## config.mk

```make
export PLATFORM = sky130hd
export DESIGN_NAME = hcp_log_cell
export DESIGN_NICKNAME = d
export VERILOG_FILES = /design/src/sv/hcp_pkg.sv /design/src/sv/hcp_log_cell.sv
export SDC_FILE = /design/constraint.sdc
export NUM_CORES = 2
export LEC_CHECK = 0
export ABC_AREA = 1
export BUFFER_PORTS_ARGS = -buffer_cell sky130_fd_sc_hd__buf_2
export CORE_MARGIN = 3
export CORE_UTILIZATION = 52
export DETAILED_ROUTE_END_ITERATION = 16
export PLACE_DENSITY_LB_ADDON = 0.1
export SLEW_MARGIN = 20
export SYNTH_ARGS = -nofsm -noshare
export SYNTH_HDL_FRONTEND = slang
export SYNTH_SLANG_ARGS = --single-unit
```

## constraint.sdc

```tcl
create_clock -name clk -period 0.8 [get_ports clk]
set_input_delay 0.04 -clock clk [delete_from_list [all_inputs] [get_ports clk]]
set_output_delay 0.04 -clock clk [all_outputs]
set_load 0.005 [all_outputs]
```

## src/sv/hcp_pkg.sv

```systemverilog
`default_nettype none
// ---------------------------------------------------------------------------
// hcp_pkg: shared types and constants for the Hill curve probability block
// Pipeline payload structs, register indexes and fixed-point helpers.
// ---------------------------------------------------------------------------
package hcp_pkg;

    // Register indexes on the configuration port.
    localparam logic [2:0] REG_MAX_PROB   = 3'd0;
    localparam logic [2:0] REG_HALF_POINT = 3'd1;
    localparam logic [2:0] REG_SLOPE      = 3'd2;
    localparam logic [2:0] REG_ADJUST_EN  = 3'd3;
    localparam logic [2:0] REG_DET_LIMIT  = 3'd4;
    localparam logic [2:0] REG_SUBSTITUTE = 3'd5;

    localparam int FRAC_BITS = 16;
    localparam int LOG_CELLS = 16;
    localparam int EXP_CELLS = 16;
    localparam int DIV_CELLS = 17;

    // Control flags that travel beside every item.
    typedef struct packed {
        logic valid;
        logic sat;   // result is pmax
        logic zero;  // result is zero
    } ctl_t;

    // One lane of the log2 unit: mantissa in Q1.31, integer part, fraction so far.
    typedef struct packed {
        logic [31:0] m;
        logic [4:0]  top;
        logic [15:0] frac;
    } log_lane_t;

    typedef struct packed {
        logic [15:0] f;   // fraction of the exponent
        logic [5:0]  sh;  // 30 - k
        logic [30:0] m;   // 2^f so far, Q1.30
    } exp_data_t;

    typedef struct packed {
        logic [62:0] den;
        logic [63:0] rem;
        logic [16:0] q;
    } div_data_t;

    // Normalize a positive value so that its top set bit sits at bit 31.
    function automatic log_lane_t log_init(input logic [30:0] x);
        log_lane_t r;
        logic [4:0] top;
        top = 5'd0;
        for (int i = 0; i < 31; i++) begin
            if (x[i]) begin
                top = 5'(i);
            end
        end
        r.m    = {1'b0, x} << (5'd31 - top);
        r.top  = top;
        r.frac = '0;
        return r;
    endfunction

    // One squaring step of the log2 fraction: yields one more fraction bit.
    function automatic log_lane_t log_step(input log_lane_t a);
        log_lane_t r;
        logic [63:0] sq;
        logic [32:0] s;
        sq = a.m * a.m;
        s  = sq[63:31];
        r.top = a.top;
        if (s[32]) begin
            r.m    = s[32:1];
            r.frac = {a.frac[14:0], 1'b1};
        end else begin
            r.m    = s[31:0];
            r.frac = {a.frac[14:0], 1'b0};
        end
        return r;
    endfunction

    // Floor square root, evaluated at elaboration only.
    function automatic logic [63:0] isqrt64(input logic [63:0] v);
        logic [63:0] vv;
        logic [63:0] res;
        logic [63:0] b;
        vv  = v;
        res = '0;
        b   = 64'd1 << 62;
        for (int i = 0; i < 32; i++) begin
            if (b > vv) begin
                b = b >> 2;
            end
        end
        for (int i = 0; i < 32; i++) begin
            if (b != 0) begin
                if (vv >= res + b) begin
                    vv  = vv - (res + b);
                    res = (res >> 1) + b;
                end else begin
                    res = res >> 1;
                end
                b = b >> 2;
            end
        end
        return res;
    endfunction

    // 2^(2^-j) in Q1.30 by repeated floor square roots starting from 2.0.
    function automatic logic [30:0] exp_const(input int j);
        logic [63:0] c;
        c = 64'd1 << 31;
        for (int i = 1; i <= 16; i++) begin
            if (i <= j) begin
                c = isqrt64(c << 30);
            end
        end
        return c[30:0];
    endfunction

endpackage
`default_nettype wire

```

## src/sv/hcp_log_cell.sv

```systemverilog
`default_nettype none
// ---------------------------------------------------------------------------
// hcp_log_cell: one squaring step of the log2 chain
// Produces one fraction bit for the titer lane and the half-point lane.
// ---------------------------------------------------------------------------
module hcp_log_cell (
    input  wire                    clk,
    input  wire                    rst_n,
    input  wire                    en,
    input  hcp_pkg::ctl_t          ctl_in,
    input  hcp_pkg::log_lane_t     lt_in,
    input  hcp_pkg::log_lane_t     lh_in,
    output hcp_pkg::ctl_t          ctl_out,
    output hcp_pkg::log_lane_t     lt_out,
    output hcp_pkg::log_lane_t     lh_out
);
    import hcp_pkg::*;

    ctl_t      ctl_reg;
    log_lane_t lt_reg;
    log_lane_t lh_reg;

    always_ff @(posedge clk or negedge rst_n)
    begin
        if (!rst_n)
        begin
            ctl_reg <= '0;
        end
        else if (en)
        begin
            ctl_reg <= ctl_in;
        end
    end

    always_ff @(posedge clk)
    begin
        if (en)
        begin
            lt_reg <= log_step(lt_in);
            lh_reg <= log_step(lh_in);
        end
    end

    assign ctl_out = ctl_reg;
    assign lt_out  = lt_reg;
    assign lh_out  = lh_reg;

endmodule
`default_nettype wire

```

==> metrics.cfg <==
[logic_synthesis]
synth.avg_cell_area_um2=8.05
synthCells=8240
yosysTopAreaCell=fa_1
yosys-top-cells-area=fa_1, inv_1, nand2_1
synth-seq-cells=109
syn_area_um2=66400
syn-num-nets=10500
synth_top_cell_area_share=0.477
ys_warn_count=0
yosys.cell_types.count=38
yosysSeqAreaShare=0.0491

[floorplanning]
coreArea_um2=126000
die_x_um=363
die_h_um=363
rows=130
die-area_um2=132000
io_pins=221
start_util=0.526

[grt]
grt_pass1_wl_um=309000
grtUsageTotal=0.298
grt_max_degree=49
grt.overflow.total=0
antenna_found_initial=5
grt_pass1_vias=58800

[clock_network]
numCtsBuffers=9
worstSkewPairLatency_ns=0.35
clk_pin_slew_ns=0.07
htreeDepth=3
cts_sinks=109
cts-root-buf=clkbuf_16
cts_tree=built
clockBufferDepth=2

[outcome]
status=complete, but fails checks
violations=setup timing

[critical_path]
reg2regPathDepth=1
cp_max_fo=8
critPathLaunchType=input pin
critPathBufInv=9
cp_top_family=adder cells
cp_data_arrival_time_ns=6.54
worst-path-stages=31
slowest_delay_ns=0.62
cp_slowest_cell=fa_2
crit_path_end_kind=flip-flop
crit_type=input pin to flip-flop
worst_ep_required_time_ns=0.92

[timing]
worst_pin_slew_ns=0.458
fin_tns_setup_ns=-384.38
fmax_mhz=156
skew_ns=0
relSlewSlack=0.691
period_minus_slack_ns=6.42
period_share=8.03
setup_slack_ns=-5.62
whs_ns=0.0132
slew_viol_final=0
finalHoldViolations=0
grt_setup_unrepaired=yes
setup_violations=175

[place]
placed_cells=11100
dpl.hpwl_um=165000
place_area_um2=78600
numPortBuffers=218
globalplace.congestion=0.949

[detailed_routing]
drt.antenna.violating_nets=0
post_drt_wl_per_cell_um=17.1
dr_wl_met2_um=87700
drt_first_iter_violations=3474
wl_met1_um=84600
drt_wl_total_um=192000
post_drt_via_cell_ratio=4.87
highest-signal-layer=met5
wl_met3_um=15500
dr.pass1.iters=6
drcViolationCount=0
vias=54700

[layout]
fin_area_um2=84300
nets=11900
final_cell_mix=inv_1, nand2_1, fa_1, buf_4, ha_1
area_delta_synth_final_pct=27.0
finalNonFillerCells=11200
final_common_cell=inv_1
layout-drive-gt1-share=0.239

[job]
maxCapViolCount=0

[hold_path]
worstHoldPathCells=1
worstHoldPathType=input pin to flip-flop

[cells by family (layout without fill, tap and decap cells)]
kind of cell | after synthesis | in the layout | share of synthesized area
buffers and inverters | 3032 | 4373 | 0.173
DFF | 109 | 109 | 0.0491
AOI/OAI and AO/OA | 303 | 303 | 0.0258
adders and majority gates | 2180 | 2180 | 0.590
muxes | 3 | 3 | 0.000509
and+or+nand+nor | 2511 | 2514 | 0.149
other | 0 | 2 | 0
xor gates and xnor gates | 102 | 102 | 0.0135
[per-stage QoR]
| step | util | setup WS [ns] |
|---|---|---|
| 2_1_floorplan | - | -5.44 |
| 4_1_cts | 0.644 | -5.57 |
| 5_1_grt | 0.668 | -5.82 |
| 3_5_place_dp | 0.623 | -6.33 |
| 6_report | 0.668 | -5.62 |
| 3_3_place_gp | 0.623 | -6.29 |
[final cells by class]
class / count / area (um^2)
Inverter: 2816 / 10600
Fill cell: 10500 / 41900
Sequential cell: 109 / 3260
Timing Repair Buffer: 1542 / 13300
Antenna cell: 2 / 5.00
Multi-Input combinational cell: 5102 / 54800
Tap cell: 1650 / 2060
Clock buffer: 9 / 225
Clock inverter: 6 / 40.0
[layer usage]
layer | vias to the layer above | track usage
li1 | 25700 | -
met1 | 27100 | 0.427
met2 | 1589 | 0.475
met3 | 242 | 0.0619
met4 | 2 | 0.0579
met5 | - | 0
[registers in the layout (all words and copies together) (netlist names)]
signal and flops:
lh_out 53, lt_out 53, ctl_out 3
[synthesized netlist by cell type, drive strengths merged]
| cell type | instances |
|---|---|
| a21o | 10 |
| a21oi | 161 |
| a31o | 12 |
| a31oi | 5 |
| and2 | 3 |
| buf | 40 |
| clkbuf | 176 |
| dfrtp | 3 |
| edfxtp | 106 |
| fa | 1582 |
| ha | 598 |
| inv | 2816 |
| mux2 | 3 |
| nand2 | 2076 |
| nand2b | 1 |
| nand3 | 119 |
| nand4 | 32 |
| nor2 | 231 |
| nor3 | 28 |
| nor4 | 8 |
| o211ai | 1 |
| o21a | 1 |
| o21ai | 67 |
| o21bai | 46 |
| or2 | 13 |
| xnor2 | 36 |
| xor2 | 66 |
[path summary, 6_finish.rpt]
path	slack, ns	endpoint	startpoint
min in group asynchronous	0.58	ctl_out[0]	rst_n
max in group asynchronous	0.07	ctl_out[1]	rst_n
max	-5.62	lt_out[21]	lt_in[38]
max reg2reg	0.05	ctl_out[1]	ctl_out[1]
min reg2reg	0.52	ctl_out[1]	ctl_out[1]
min	0.01	lt_out[49]	en
[repair_timing]
action	4_1_cts	5_1_grt
endpoints found under the hold margin	46	0
hold buffers	45	0
resized for setup	364	696
buffers inserted	34	33
endpoints found under the setup margin	175	175
pin swaps	103	306
cloned	11	16
Power is not shown: default switching activity piles up to over one toggle a cycle in this logic, so the estimate is an artifact.
