`config.mk`:
```
export PLATFORM = sky130hd
export DESIGN_NAME = hcp_exp_cell
export DESIGN_NICKNAME = d
export VERILOG_FILES = /design/src/sv/hcp_pkg.sv /design/src/sv/hcp_exp_cell.sv
export SDC_FILE = /design/constraint.sdc
export NUM_CORES = 1
export LEC_CHECK = 0
export ABC_AREA = 1
export ABC_CLOCK_PERIOD_IN_PS = 1100
export BUFFER_PORTS_ARGS = -buffer_cell sky130_fd_sc_hd__buf_2
export CAP_MARGIN = 20
export CORE_UTILIZATION = 35
export DETAILED_ROUTE_END_ITERATION = 7
export HOLD_SLACK_MARGIN = 0.02
export SLEW_MARGIN = 20
export SYNTH_ARGS = -nofsm -noshare
export SYNTH_HDL_FRONTEND = slang
export SYNTH_SLANG_ARGS = --single-unit
```
`constraint.sdc`:
```
create_clock -name clk -period 1.1 [get_ports clk]
set_input_delay 0.165 -clock clk [delete_from_list [all_inputs] [get_ports clk]]
set_output_delay 0.165 -clock clk [all_outputs]
set_load 0.01 [all_outputs]
```
`src/sv/hcp_pkg.sv`:
```
`default_nettype none
// ---------------------------------------------------------------------------
// hcp_pkg: shared types and constants for the Hill curve probability block
// Pipeline payload structs, register indexes and fixed-point helpers.
// ---------------------------------------------------------------------------
package hcp_pkg;

    // Register indexes on the configuration port.
    localparam logic [2:0] REG_MAX_PROB   = 3'd0;
    localparam logic [2:0] REG_HALF_POINT = 3'd1;
    localparam logic [2:0] REG_SLOPE      = 3'd2;
    localparam logic [2:0] REG_ADJUST_EN  = 3'd3;
    localparam logic [2:0] REG_DET_LIMIT  = 3'd4;
    localparam logic [2:0] REG_SUBSTITUTE = 3'd5;

    localparam int FRAC_BITS = 16;
    localparam int LOG_CELLS = 16;
    localparam int EXP_CELLS = 16;
    localparam int DIV_CELLS = 17;

    // Control flags that travel beside every item.
    typedef struct packed {
        logic valid;
        logic sat;   // result is pmax
        logic zero;  // result is zero
    } ctl_t;

    // One lane of the log2 unit: mantissa in Q1.31, integer part, fraction so far.
    typedef struct packed {
        logic [31:0] m;
        logic [4:0]  top;
        logic [15:0] frac;
    } log_lane_t;

    typedef struct packed {
        logic [15:0] f;   // fraction of the exponent
        logic [5:0]  sh;  // 30 - k
        logic [30:0] m;   // 2^f so far, Q1.30
    } exp_data_t;

    typedef struct packed {
        logic [62:0] den;
        logic [63:0] rem;
        logic [16:0] q;
    } div_data_t;

    // Normalize a positive value so that its top set bit sits at bit 31.
    function automatic log_lane_t log_init(input logic [30:0] x);
        log_lane_t r;
        logic [4:0] top;
        top = 5'd0;
        for (int i = 0; i < 31; i++) begin
            if (x[i]) begin
                top = 5'(i);
            end
        end
        r.m    = {1'b0, x} << (5'd31 - top);
        r.top  = top;
        r.frac = '0;
        return r;
    endfunction

    // One squaring step of the log2 fraction: yields one more fraction bit.
    function automatic log_lane_t log_step(input log_lane_t a);
        log_lane_t r;
        logic [63:0] sq;
        logic [32:0] s;
        sq = a.m * a.m;
        s  = sq[63:31];
        r.top = a.top;
        if (s[32]) begin
            r.m    = s[32:1];
            r.frac = {a.frac[14:0], 1'b1};
        end else begin
            r.m    = s[31:0];
            r.frac = {a.frac[14:0], 1'b0};
        end
        return r;
    endfunction

    // Floor square root, evaluated at elaboration only.
    function automatic logic [63:0] isqrt64(input logic [63:0] v);
        logic [63:0] vv;
        logic [63:0] res;
        logic [63:0] b;
        vv  = v;
        res = '0;
        b   = 64'd1 << 62;
        for (int i = 0; i < 32; i++) begin
            if (b > vv) begin
                b = b >> 2;
            end
        end
        for (int i = 0; i < 32; i++) begin
            if (b != 0) begin
                if (vv >= res + b) begin
                    vv  = vv - (res + b);
                    res = (res >> 1) + b;
                end else begin
                    res = res >> 1;
                end
                b = b >> 2;
            end
        end
        return res;
    endfunction

    // 2^(2^-j) in Q1.30 by repeated floor square roots starting from 2.0.
    function automatic logic [30:0] exp_const(input int j);
        logic [63:0] c;
        c = 64'd1 << 31;
        for (int i = 1; i <= 16; i++) begin
            if (i <= j) begin
                c = isqrt64(c << 30);
            end
        end
        return c[30:0];
    endfunction

endpackage
`default_nettype wire

```
`src/sv/hcp_exp_cell.sv`:
```
`default_nettype none
// ---------------------------------------------------------------------------
// hcp_exp_cell: one conditional product of the exp2 chain
// Multiplies by 2^(2^-J) when fraction bit J of the exponent is set.
// ---------------------------------------------------------------------------
module hcp_exp_cell #(
    parameter int J = 1
) (
    input  wire                    clk,
    input  wire                    rst_n,
    input  wire                    en,
    input  hcp_pkg::ctl_t          ctl_in,
    input  hcp_pkg::exp_data_t     d_in,
    output hcp_pkg::ctl_t          ctl_out,
    output hcp_pkg::exp_data_t     d_out
);
    import hcp_pkg::*;

    localparam logic [30:0] C   = exp_const(J);
    localparam int          BIT = FRAC_BITS - J;

    ctl_t        ctl_reg;
    exp_data_t   d_reg;
    exp_data_t   d_next;
    logic [61:0] prod;
    logic [61:0] rnd;

    assign prod = d_in.m * C;
    assign rnd  = prod + 62'(1 << 29);

    always_comb
    begin
        d_next = d_in;
        if (d_in.f[BIT])
        begin
            d_next.m = rnd[60:30];
        end
    end

    always_ff @(posedge clk or negedge rst_n)
    begin
        if (!rst_n)
        begin
            ctl_reg <= '0;
        end
        else if (en)
        begin
            ctl_reg <= ctl_in;
        end
    end

    always_ff @(posedge clk)
    begin
        if (en)
        begin
            d_reg <= d_next;
        end
    end

    assign ctl_out = ctl_reg;
    assign d_out   = d_reg;

endmodule
`default_nettype wire

```
==> Flow_metrics.wiki, run 1 <==
{| class="wikitable"
! Metric !! Value
|-
| Global-route wire length before repair || roughly 100000 µm
|-
| GRT Residual Overflow || 0
|-
| Crit path max fanout || 4
|-
| Number of buffers inserted during clock tree synthesis || 5
|-
| Detailed-placement wirelength estimate || 58700 µm
|-
| Post-Route Skew || 0 ps
|-
| Total nets after synthesis || around 3200
|-
| Critical path data required time || roughly 1200 ps
|-
| Tightest slew margin relative to the limit || 73.0%
|-
| R2R cell count || 1
|-
| Proportion of layout cells with a drive suffix above 1 || 30.2%
|-
| Cell chain of the critical path || buf_12 -> fa_1 -> fa_2 -> inv_2 -> fa_2 -> inv_2 -> fa_1 -> fa_1 -> fa_1 -> fa_1 -> fa_2 -> ha_4 -> nand2_8 -> nor2_4 -> nand2_4 -> buf_4 -> nor3_4 -> nand2_2 -> nand3_1 -> nand2_1 -> nand3_1 -> nand2_2
|-
| DRC violation total after the first TritonRoute iteration || 803
|-
| F_max || around 0.18 GHz
|-
| Skew-Pair Late Insertion Delay || 310 ps
|-
| Highest-delay cell along the critical path || sky130_fd_sc_hd__fa_1
|-
| Core Box Area || 56800 µm²
|-
| Final design instance area without fill || 27100 µm²
|-
| Final weighted congestion in routability-driven placement || 0.954
|-
| Share of the yosys chip area belonging to registers || 8.21%
|-
| Failing checks || setup timing
|-
| Sort of element at the end of the critical path || flip-flop
|-
| Number of buffers on the longest clock path || 2
|-
| Count of flip-flops with a built-in enable after synthesis || 53
|-
| Startpoint of the most critical setup path || d_in[17]
|-
| Layout net count || 3667
|-
| Crit Path Class || input port to flip-flop
|-
| Longest individual stage delay on the worst path || approximately 560 ps
|-
| Max_cap viols || 0
|-
| Crit path launch type || input port
|-
| Length of the first detailed-routing pass in iterations || 5
|-
| Aggregate routed wire length || 65400 µm
|-
| Number of antenna violations at the first check in global routing || 0
|-
| Reg-to-Reg End || ctl_out[0]
|-
| H-tree Lvls || 2
|-
| Source of the worst hold timing path || d_in[36]
|-
| Worst path arrival time || 5660 ps
|-
| Count of unresolved DRC violations after routing || 0
|-
| Worst reg2reg startpoint || ctl_out[0]
|-
| CTS tree || done
|-
| Synthesized area per cell || 8.43 µm²
|-
| FP Rows || 87
|-
| Count of input and output buffers || 114
|-
| End point of the critical path || d_out[23]
|-
| Class of the tightest hold or removal check || input port to flip-flop
|-
| Antenna cells || 0
|-
| DR vias || 16900
|-
| Horizontal extent of the die || roughly 240 µm
|-
| Commonest cells after routing, fill and taps aside || sky130_fd_sc_hd__inv_1 (681), sky130_fd_sc_hd__nand2_1 (369), sky130_fd_sc_hd__ha_1 (345)
|-
| Area after detailed placement || approximately 25000 µm²
|-
| Via density per instance || about 4.7
|-
| CP dominant cell by count || sky130_fd_sc_hd__fa_1
|-
| Number of synthesis warnings || 0
|-
| Die span in y || 243 µm
|-
| Max-slew violation count || 0
|-
| Number of hold-slack violations in the final timing report || 0
|-
| Clock slew seen by the registers of the worst setup and hold paths || 80 ps
|-
| Final antenna-violating net count || 0
|-
| Total GRT Usage || 22.7%
|-
| Number of cells produced by synthesis || 2407
|-
| Setup-violating endpoint count in the final report || 38
|-
| Top-level I/O count || 115
|-
| Register-to-register path setup slack || 360 ps
|-
| Post-Route Setup TNS || -136260 ps
|-
| Count of different cell masters after synthesis || 40
|-
| Leading cell type in the layout, fill and taps excluded || sky130_fd_sc_hd__inv_1
|-
| Pin count of the biggest net entering global routing || 22
|-
| Status || complete, but fails checks
|-
| Average routed wire per standard cell || 18.1 µm
|-
| Fraction of synthesis flops using an asynchronous set or reset pin || under 10%
|-
| Worst-Margin Slew || ~400 ps
|-
| Number of global-route vias before repair || 18200
|-
| Final critical-path required period || 5600 ps
|-
| Area of the die || 59000 µm²
|-
| Root buffer selected by CTS || sky130_fd_sc_hd__clkbuf_16
|-
| Initial Util || 35.7%
|-
| Final worst path period share || 509%
|-
| Total of flip-flops plus latches after synthesis || 56
|-
| Final WS setup || -4500 ps
|-
| Combined area of all synthesized cells || 20300 µm²
|-
| Num Clock Sinks || 56
|-
| RSZ-0062 raised after global routing || true
|-
| Primary FF master, synth || sky130_fd_sc_hd__edfxtp_1
|-
| Layout Area Growth over Synthesis || 33.6%
|}
==> final cells by class <==
| class | count | area, µm² |
|---|---|---|
| Sequential cell | 56 | 1670 |
| Timing Repair Buffer | 444 | 3450 |
| Fill cell | 5474 | 29700 |
| Multi-Input combinational cell | 1614 | 18200 |
| Inverter | 730 | 2750 |
| Clock inverter | 3 | 28.8 |
| Tap cell | 756 | 946 |
| Clock buffer | 5 | 125 |
==> cells by family after synthesis <==
| group | after synthesis | share of synthesized area (%) |
|---|---|---|
| AOI/OAI and AO/OA | 113 | 3.16 |
| xor gates and xnor gates | 40 | 1.73 |
| adders and majority gates | 757 | 58.6 |
| buffers and inverters | 737 | 13.7 |
| DFF | 56 | 8.21 |
| muxes | 3 | 0.166 |
| and+or+nand+nor | 701 | 14.5 |
==> critical path: cells and delay by family <==
family | cells | cell delay (ps)
adders and majority gates | 9 | 4210
and+or+nand+nor | 9 | 900
buffers and inverters | 4 | 380
==> synth_stat cells, types with 8 or more instances <==
cell,number,area [µm²]
sky130_fd_sc_hd__o21bai_1,15,113
sky130_fd_sc_hd__xnor2_1,11,96.3
sky130_fd_sc_hd__nor2_2,8,50.1
sky130_fd_sc_hd__fa_1,322,6450
sky130_fd_sc_hd__nor2_1,75,282
sky130_fd_sc_hd__inv_1,726,2730
sky130_fd_sc_hd__nand3_1,79,395
sky130_fd_sc_hd__nand2_2,10,62.6
sky130_fd_sc_hd__o21ai_0,23,115
sky130_fd_sc_hd__nand2_1,487,1830
sky130_fd_sc_hd__xor2_1,29,254
sky130_fd_sc_hd__a21oi_1,58,290
sky130_fd_sc_hd__nand4_1,16,100
sky130_fd_sc_hd__ha_1,435,5440
sky130_fd_sc_hd__nor3_2,8,80.1
sky130_fd_sc_hd__a21o_1,14,105
sky130_fd_sc_hd__edfxtp_1,53,1590
==> metal layers <==
layer	share of wire, %	track usage (%)	wire length [µm]
met3	4.9	2.42	3190
met4	2.3	4.90	1530
met1	46	31.4	30200
met2	47	38.0	30500
met5	0	0	0
==> sequential cells by signal (all words and copies together), names as in the netlist <==
register and cells:
ctl_out 3, d_out 53
==> stage by stage <==
| stage | worst slack [ps] | std cells | hold WS [ps] | utilization (%) |
|---|---|---|---|---|
| final | -4500 | 3608 | 32.5 | 47.7 |
| after CTS | -4490 | 3598 | 25.6 | 46.4 |
| after floorplan | -4280 | 2407 | -131 | - |
| after global placement | -5130 | 3579 | -42.5 | 43.8 |
| after global routing | -4640 | 3608 | 24.8 | 47.7 |
| after detailed placement | -5180 | 3579 | -38.1 | 43.8 |
==> how the worst min path moves through the flow <==
stage / endpoint / slack, ps / cells after the start
floorplan: ctl_out[0] / -130 / 0
global placement: ctl_out[0] / -40 / 1
detailed placement: ctl_out[1] / -40 / 1
CTS: d_out[45] / 30 / 1
global route: d_out[40] / 20 / 1
finish: d_out[36] / 30 / 1
==> repair_timing <==
item | 4_1_cts | 5_1_grt
setup buffers | 10 | 10
hold buffers | 2 | 0
endpoints found under the hold margin | 4 | 0
pin swaps | 124 | 112
setup endpoints to repair | 39 | 41
resized for setup | 278 | 172
Power of run 1 is left out: the tool's default activity adds up to more than one toggle a clock period on the data nets, which glitch-free logic cannot reach.
==> inputs of run 2 (changes only) <==
--- a/config.mk
+++ b/config.mk
@@ -9,6 +9,7 @@
 export ABC_CLOCK_PERIOD_IN_PS = 1100
 export BUFFER_PORTS_ARGS = -buffer_cell sky130_fd_sc_hd__buf_2
 export CAP_MARGIN = 20
+export CORE_ASPECT_RATIO = 0.6
 export CORE_UTILIZATION = 35
 export DETAILED_ROUTE_END_ITERATION = 7
 export HOLD_SLACK_MARGIN = 0.02
==> Flow_metrics.wiki, run 2 (synthesis gave the netlist of run 1 again) <==
{| class="wikitable"
! Metric !! Value
|-
| Die span in y || 189 µm (-22%)
|-
| Register-to-register path setup slack || 340 ps (-20 ps)
|-
| Worst path arrival time || 5730 ps (+70 ps)
|-
| Length of the first detailed-routing pass in iterations || 8 (+3)
|-
| Clock slew seen by the registers of the worst setup and hold paths || 80 ps (about the same)
|-
| Number of antenna violations at the first check in global routing || 1 (+1)
|-
| Antenna cells || 0 (unchanged)
|-
| Failing checks || setup timing
|-
| Max_cap viols || 0 (unchanged)
|-
| Sort of element at the end of the critical path || flip-flop
|-
| Post-place setup slack || -5150 ps (+30.8 ps)
|-
| Area of the die || 59000 µm² (about the same)
|-
| DR vias || 17100 (+1.2%)
|-
| Global-route wire length before repair || 107000 µm (+4.5%)
|-
| Setup-violating endpoint count in the final report || 34 (-11%)
|-
| Final design instance area without fill || 27100 µm² (about the same)
|-
| Class of the tightest hold or removal check || input port to flip-flop
|-
| CP top delay family || adder cells
|-
| CTS tree || done
|-
| Leading cell type in the layout, fill and taps excluded || sky130_fd_sc_hd__inv_1
|-
| Final critical-path required period || 5660 ps (+68.5 ps)
|-
| DRC violation total after the first TritonRoute iteration || 1307 (+63%)
|-
| RSZ-0062 raised after global routing || true
|-
| Num Clock Sinks || 56 (unchanged)
|-
| FP Rows || 67 (-23%)
|-
| Highest-delay cell along the critical path || sky130_fd_sc_hd__fa_2
|-
| Status || complete, but fails checks
|-
| Final antenna-violating net count || 0 (unchanged)
|-
| Detailed-placement wirelength estimate || 62800 µm (+6.9%)
|-
| Horizontal extent of the die || 313 µm (+29%)
|-
| Proportion of layout cells with a drive suffix above 1 || 30.5% (+0.35 points)
|-
| Aggregate routed wire length || 69900 µm (+6.8%)
|-
| F_max || 0.177 GHz (-1.2%)
|-
| H-tree Lvls || 2 (unchanged)
|-
| Root buffer selected by CTS || sky130_fd_sc_hd__clkbuf_16
|-
| Skew-Pair Late Insertion Delay || 310 ps (about the same)
|-
| Crit path max fanout || 5 (+1)
|-
| Average routed wire per standard cell || 19.3 µm (+6.6%)
|-
| Worst reg2reg startpoint || ctl_out[0]
|-
| Count of unresolved DRC violations after routing || 0 (unchanged)
|-
| Longest individual stage delay on the worst path || 570 ps (about the same)
|-
| Layout net count || 3674 (+0.19%)
|-
| Pin count of the biggest net entering global routing || 25 (+14%)
|-
| Number of cells on the worst hold path || 1 (unchanged)
|-
| Via density per instance || 4.72 (+0.89%)
|-
| Number of buffers inserted during clock tree synthesis || 5 (unchanged)
|-
| CP dominant cell by count || sky130_fd_sc_hd__fa_1
|-
| Tightest slew margin relative to the limit || 73.7% (+0.69 points)
|-
| Worst-Margin Slew || 391 ps (-10.2 ps)
|-
| Source of the worst hold timing path || d_in[37]
|-
| Total GRT Usage || 24.2% (+1.5 points)
|-
| Crit path buf inv count || 6 (+2)
|-
| Max-slew violation count || 0 (unchanged)
|-
| Core Box Area || 56600 µm² (-0.42%)
|-
| GRT Residual Overflow || 0 (unchanged)
|-
| Number of hold-slack violations in the final timing report || 0 (unchanged)
|-
| Final worst path period share || 515% (+6.2 points)
|-
| R2R cell count || 1 (unchanged)
|-
| Cell chain of the critical path || buf_8 -> fa_1 -> fa_1 -> inv_1 -> fa_2 -> inv_2 -> ha_4 -> fa_1 -> fa_1 -> fa_1 -> inv_1 -> fa_2 -> inv_2 -> ha_4 -> nand2_8 -> nor2_4 -> nand2_4 -> buf_4 -> nor2_4 -> nand2_2 -> nand3_2 -> nand2_2 -> nand3_4 -> nand2_1
|-
| Post-Route Skew || 0 ps (unchanged)
|-
| Top-level I/O count || 115 (unchanged)
|-
| Commonest cells after routing, fill and taps aside || sky130_fd_sc_hd__inv_1 (680), sky130_fd_sc_hd__nand2_1 (369), sky130_fd_sc_hd__ha_1 (344)
|-
| Critical path data required time || 1170 ps (about the same)
|-
| Crit path launch type || input port
|-
| Reg-to-Reg End || ctl_out[0]
|-
| Final weighted congestion in routability-driven placement || 1.00 (+5.2%)
|-
| Final WS setup || -4560 ps (-68.4 ps)
|-
| Area after detailed placement || 25000 µm² (+0.28%)
|-
| Number of buffers on the longest clock path || 2 (unchanged)
|-
| Flip-flop count of the largest register after layout || 53 (unchanged)
|-
| Endpoint of the worst hold path || d_out[37]
|-
| Number of global-route vias before repair || 18100 (-0.58%)
|-
| Layout Area Growth over Synthesis || 33.7% (about the same)
|-
| Count of input and output buffers || 114 (unchanged)
|-
| Crit Path Class || input port to flip-flop
|-
| Initial Util || 35.9% (+0.15 points)
|}
run 2: cell count changes in the layout (fill, tap and decap cells not counted), moves of 3 or more:
cell / previous run / this run
sky130_fd_sc_hd__nor2_2: 20 / 15
sky130_fd_sc_hd__nand3_2: 25 / 19
sky130_fd_sc_hd__nand2_4: 30 / 24
sky130_fd_sc_hd__nand2_2: 94 / 101
sky130_fd_sc_hd__buf_8: 1 / 5
sky130_fd_sc_hd__fa_1: 310 / 300
sky130_fd_sc_hd__a21oi_2: 17 / 22
sky130_fd_sc_hd__nor2_1: 33 / 36
sky130_fd_sc_hd__o21ai_1: 11 / 8
sky130_fd_sc_hd__nand3_1: 54 / 58
sky130_fd_sc_hd__a21oi_4: 7 / 4
sky130_fd_sc_hd__fa_2: 12 / 22
run 2: stage by stage:
stage / cells / setup TNS, ps / util [%] / hold WS (ps)
detailed placement: 3589 / -156410 / 44.1 / -38.4
CTS: 3607 / -139260 / 46.1 / 20.2
global route: 3618 / -144400 / 48.0 / 26.0
global placement: 3589 / -154880 / 44.1 / -43.1
finish: 3618 / -138800 / 48.0 / 29.3
floorplan: 2407 / -131180 / - / -131
run 2: per-layer routing:
| metal | wire length [µm] | global-route usage [%] |
|---|---|---|
| met5 | 13 | 0 |
| met4 | 605 | 2.80 |
| met3 | 7320 | 7.45 |
| met2 | 25800 | 32.3 |
| met1 | 36100 | 38.2 |
run 2: layout make-up:
| cell class | instances | area (µm²) |
|---|---|---|
| inverters | 730 | 2750 |
| clock inverters | 3 | 28.8 |
| clock buffers | 5 | 125 |
| well taps | 759 | 950 |
| flip-flops and latches | 56 | 1670 |
| multi-input cells | 1614 | 18100 |
| repair buffers | 451 | 3520 |
| fillers | 5387 | 29400 |
run 2: repair_timing:
action | 4_1_cts | 5_1_grt
setup endpoints to repair | 34 | 34
endpoints found under the hold margin | 4 | 0
pin swaps | 69 | 149
hold buffers | 2 | 0
setup buffers | 8 | 12
gates resized for setup | 204 | 252
run 2: worst max path at each step:
stage          startpoint   endpoint  cells after the start  slack (ps)
2_1_floorplan    d_in[16]  d_out[15]                     20       -4280
5_1_grt           d_in[9]  d_out[23]                     33       -4730
6_report         d_in[16]   d_out[7]                     24       -4560
3_5_place_dp      d_in[4]   d_out[3]                     28       -5150
3_3_place_gp      d_in[9]   d_out[3]                     30       -5150
4_1_cts          d_in[17]  d_out[11]                     28       -4560
Power of run 2 is left out for the same reason.
